File: config.mk
export PLATFORM = sky130hd
export DESIGN_NAME = knnv_ctrl
export DESIGN_NICKNAME = d
export VERILOG_FILES = /design/src/knnv_pkg.sv /design/src/knnv_ctrl.sv
export SDC_FILE = /design/constraint.sdc
export NUM_CORES = 1
export LEC_CHECK = 0
export BUFFER_PORTS_ARGS = -buffer_cell sky130_fd_sc_hd__buf_2
export CAP_MARGIN = 10
export CELL_PAD_IN_SITES_DETAIL_PLACEMENT = 1
export CELL_PAD_IN_SITES_GLOBAL_PLACEMENT = 1
export CORE_AREA = 2 2 39 41
export CTS_CLUSTER_DIAMETER = 30
export DETAILED_ROUTE_END_ITERATION = 8
export DIE_AREA = 0 0 41 43
export PLACE_DENSITY = 0.48
export RECOVER_POWER = 25
export SYNTH_ARGS = -nofsm -noshare
export SYNTH_HDL_FRONTEND = slang
export SYNTH_SLANG_ARGS = --single-unit
File: constraint.sdc
create_clock -name clk -period 1.35 [get_ports clk]
set_clock_uncertainty 0.2 [all_clocks]
set_input_delay 0.3375 -clock clk [delete_from_list [all_inputs] [get_ports clk]]
set_output_delay 0.3375 -clock clk [all_outputs]
set_load 0.005 [all_outputs]
File: src/knnv_pkg.sv
// Types and constants shared by the k-nearest-neighbour classifier modules.
`default_nettype none
package knnv_pkg;

    localparam int ELEM_W      = 24;
    localparam int FIELD_LANES = 4;
    localparam int DIST_W      = 33;
    localparam int LABEL_W     = 4;
    localparam int NCOUNT_W    = 3;

    localparam logic [1:0] ACT_QUERY = 2'd0;
    localparam logic [1:0] ACT_REF   = 2'd1;
    localparam logic [1:0] ACT_VOTE  = 2'd2;

    localparam logic [2:0] REG_NEIGHBOR_COUNT_ADDR = 3'd0;

    typedef struct packed {
        logic [1:0]               action;
        logic signed [ELEM_W-1:0] lane0_value;
        logic signed [ELEM_W-1:0] lane1_value;
        logic signed [ELEM_W-1:0] lane2_value;
        logic signed [ELEM_W-1:0] lane3_value;
        logic [LABEL_W-1:0]       ref_label;
        logic                     last_chunk;
    } in_item_t;

    typedef struct packed {
        logic [LABEL_W-1:0] predicted_class;
        logic [2:0]         neighbors_found;
    } out_item_t;

    typedef struct packed {
        logic load;
        logic ref_start;
        logic acc;
        logic ins;
        logic vote_start;
        logic vote_step;
        logic vote_finish;
    } cmd_t;

    typedef struct packed {
        logic last;
        logic vote_done;
        logic out_busy;
    } status_t;

endpackage
`default_nettype wire

File: src/knnv_ctrl.sv
// Controller state machine sequencing loads, distance steps, insertion and voting.
`default_nettype none
module knnv_ctrl (
    input  wire logic             clk,
    input  wire logic             rst_n,
    input  wire logic             in_valid,
    input  wire logic [1:0]       action,
    input  wire knnv_pkg::status_t status,
    output knnv_pkg::cmd_t        cmd,
    output logic                  in_stall
);
    localparam logic [2:0] ST_IDLE = 3'd0;
    localparam logic [2:0] ST_ACC  = 3'd1;
    localparam logic [2:0] ST_INS  = 3'd2;
    localparam logic [2:0] ST_VOTE = 3'd3;

    logic [2:0] state_reg, state_next;

    always_ff @(posedge clk or negedge rst_n)
    begin
        if (!rst_n)
        begin
            state_reg <= ST_IDLE;
        end
        else
        begin
            state_reg <= state_next;
        end
    end

    assign in_stall = (state_reg != ST_IDLE);

    always_comb
    begin
        cmd        = '0;
        state_next = state_reg;
        case (state_reg)
            ST_IDLE:
            begin
                if (in_valid)
                begin
                    case (action)
                        knnv_pkg::ACT_QUERY: cmd.load = 1'b1;
                        knnv_pkg::ACT_REF:
                        begin
                            cmd.ref_start = 1'b1;
                            state_next    = ST_ACC;
                        end
                        knnv_pkg::ACT_VOTE:
                        begin
                            cmd.vote_start = 1'b1;
                            state_next     = ST_VOTE;
                        end
                        default: ;
                    endcase
                end
            end
            ST_ACC:
            begin
                cmd.acc    = 1'b1;
                state_next = status.last ? ST_INS : ST_IDLE;
            end
            ST_INS:
            begin
                cmd.ins    = 1'b1;
                state_next = ST_IDLE;
            end
            ST_VOTE:
            begin
                if (!status.vote_done)
                begin
                    cmd.vote_step = 1'b1;
                end
                else if (!status.out_busy)
                begin
                    // The last class is weighed in the same cycle as the result is stored.
                    cmd.vote_finish = 1'b1;
                    state_next      = ST_IDLE;
                end
            end
            default: state_next = ST_IDLE;
        endcase
    end
endmodule
`default_nettype wire

==> flow_summary_export.csv <==
group,metric,value,unit
run_status,status,"finished with violations",
run_status,violations,"setup timing",
timing,rsz0062_at_grt,"true",
die,core_area,1380,sq um
timing,setup_slack,-0.280,ns
placement,place_hpwl,522,um
critical_path,cp_slowest_cell,"dfrtp_2",
grt,antenna_found_initial,0,
timing,fin_crit,1.63,ns
power,finalPower,331,uW
timing,slew_viol_final,0,
logic_synthesis,synth_edf_count,0,
critical_path,critPathMaxFanout,7,
hold_path,hp-class,"in -> reg",
logic_synthesis,ys.flop_type,"dfrtp_1",
logic_synthesis,synth_area_leaders,"dfrtp_1 25%, ha_1 19%, and3_1 9.4%",
placement,place_ws,-0.190,ns
grt,grt_pass1_vias,282,
finish,largest_register_ffs,2,
power,p_per_area,871,nW/um^2
placement,portBuffers,15,
critical_path,worstReg2RegEnd,"state_reg[1]",
grt,grt_use_total,0.100,
routing,avgRoutedWirePerCell,11.5,um
finish,num_antenna_cells,0,
critical_path,worstSetupPathType,"reg -> out",
logic_synthesis,ys_warn_count,0,
finish,final_util,0.275,
logic_synthesis,syn_area,200,sq um
routing,drc,0,
timing,worst_pin_slew,0.197,ns
logic_synthesis,synthTopCellsByCount,"3 x and3_1, 3 x ha_1, 3 x inv_1",
die,rows,14,
routing,vias_per_cell,4.16,
critical_path,r2r_setup_slack,0.13,ns
clocking,clk_pin_slew_worst_paths,0.03,ns
timing,slew_headroom,0.867,
routing,dr.pass1.iters,2,
logic_synthesis,yosysSeqAreaShare,0.250,
clocking,cts_tree,"done",
flow_run,cap_violations,0,
logic_synthesis,ys_ff_latch,2,
power,power.leakage,0.234,nW
routing,ant_nets,0,
clocking,clock-sinks,2,
finish,layout-drive-gt1-share,0.574,
critical_path,path_cells,"and4bb_1, buf_2",
clocking,cts-root-buf,"clkbuf_4",
die,die_area,1760,sq um
grt,overflow,0,
timing,hold_ws,0.203,ns
timing,finalHoldViolCount,0,
timing,fin_crit_sh,1.21,
critical_path,ff2ff_path_depth,3,
logic_synthesis,syn_nets,34,
critical_path,end_kind,"output port",
logic_synthesis,ys_async_sr_fraction,1.00,
critical_path,rr_startpoint,"state_reg[0]",
grt,grt_pass1_wl,1.22,mm
finish,syn_to_final_growth,90.0,%
clocking,clkLatencyLatePin,0.22,ns
critical_path,setup.worst_path.end,"cmd[2]",
clocking,numCtsBuffers,3,
critical_path,setup.worst_path.start,"state_reg[0]",
logic_synthesis,synth_area_leader_cell,"dfrtp_1",
finish,nets,60,
routing,drt_wl_total,726,um
logic_synthesis,synth_top_area_share,0.250,
critical_path,cp-start-kind,"register",
power,vdd_ir_drop_max,0.000302,V
routing,first_iter_violations,1,
clocking,ctsHtreeMaxLevel,1,
clocking,clockBufferDepth,2,
timing,finalSetupViolations,8,
logic_synthesis,synth_cell_types,13,
timing,finalSetupTns,-1.59,ns
routing,routed-via-count,262,
die,die_h,43,um
die,num_io_pins,16,
logic_synthesis,syn_inst,23,
critical_path,critPathArrivalTime,1.09,ns
die,dieWidth,41,um
logic_synthesis,syn_avg_cell_area,8.70,sq um
critical_path,worst_path_largest_cell_delay,0.45,ns
critical_path,cp.required,0.81,ns
finish,fill_cells,180,
timing,clock.fmax,614,MHz
grt,grt_start_max_net_pins,8,
die,initial_core_util,0.145,
placement,gp_congestion,0.673,
[power by group]
part	total [mW]	internal [mW]	leakage [nW]	switching [mW]
Clock	0.132	0.0981	0.0138	0.0338
Sequential	0.0872	0.0695	0.0236	0.0177
Combinational	0.112	0.0679	0.197	0.0444
[what timing repair did]
action	in CTS	in global routing
gates resized for setup	4	2
hold buffers	1	0
buffers inserted	4	1
endpoints found under the setup margin	8	9
pin swaps	4	2
endpoints found under the hold margin	2	0
[per-stage QoR]
stage | cells | area [sq um]
CTS | 64 | 380
global route | 63 | 380
finish | 63 | 380
floorplan | 23 | 200
detailed placement | 56 | 310
global placement | 56 | 310
[per-layer routing]
| layer | track usage | vias to the layer above | routed length, um |
|---|---|---|---|
| li1 | - | 127 | - |
| met1 | 0.109 | 119 | 295 |
| met2 | 0.169 | 16 | 342 |
| met3 | 0.0471 | 0 | 88 |
| met4 | 0.0200 | 0 | 0 |
| met5 | 0 | - | 0 |
[critical path: cells and delay by family (launching register included)]
family                 cells  cell delay [ns]
flip-flops                 1             0.45
buffers and inverters      1             0.12
AND/OR/NAND/NOR            1             0.30
[worst min-delay path by stage]
stage | depth (start not counted) | start | end
after floorplan | 0 | rst_n | state_reg[0]
after global placement | 1 | rst_n | state_reg[1]
after detailed placement | 1 | rst_n | state_reg[0]
after CTS | 3 | in_valid | state_reg[0]
after global routing | 2 | rst_n | state_reg[0]
final | 3 | in_valid | state_reg[0]
[layout by cell type, fill, tap and decap left out, types with 2 or more instances in the layout]
cell / instances
buf_2: 14
dfrtp_2: 2
buf_4: 4
nor2b_1: 2
ha_1: 3
and3_1: 3
inv_1: 3
clkbuf_4: 3
[cell type report]
| class | count | area [sq um] | share of cell area |
|---|---|---|---|
| sequential | 2 | 52.6 | 0.138 |
| inverter | 3 | 11.3 | 0.0296 |
| tap | 16 | 20.0 | 0.0526 |
| multi-input combinational | 18 | 149 | 0.391 |
| clock buffer | 3 | 22.5 | 0.0592 |
| timing repair buffer | 21 | 125 | 0.329 |
[cell families after synthesis]
group,after synthesis,synth area share
adders and majority gates,3,0.188
and+or+nand+nor,12,0.375
AOI/OAI and AO/OA,3,0.131
DFF,2,0.250
buffers and inverters,3,0.0562
Note: power is estimated with default switching activity, not from simulation.
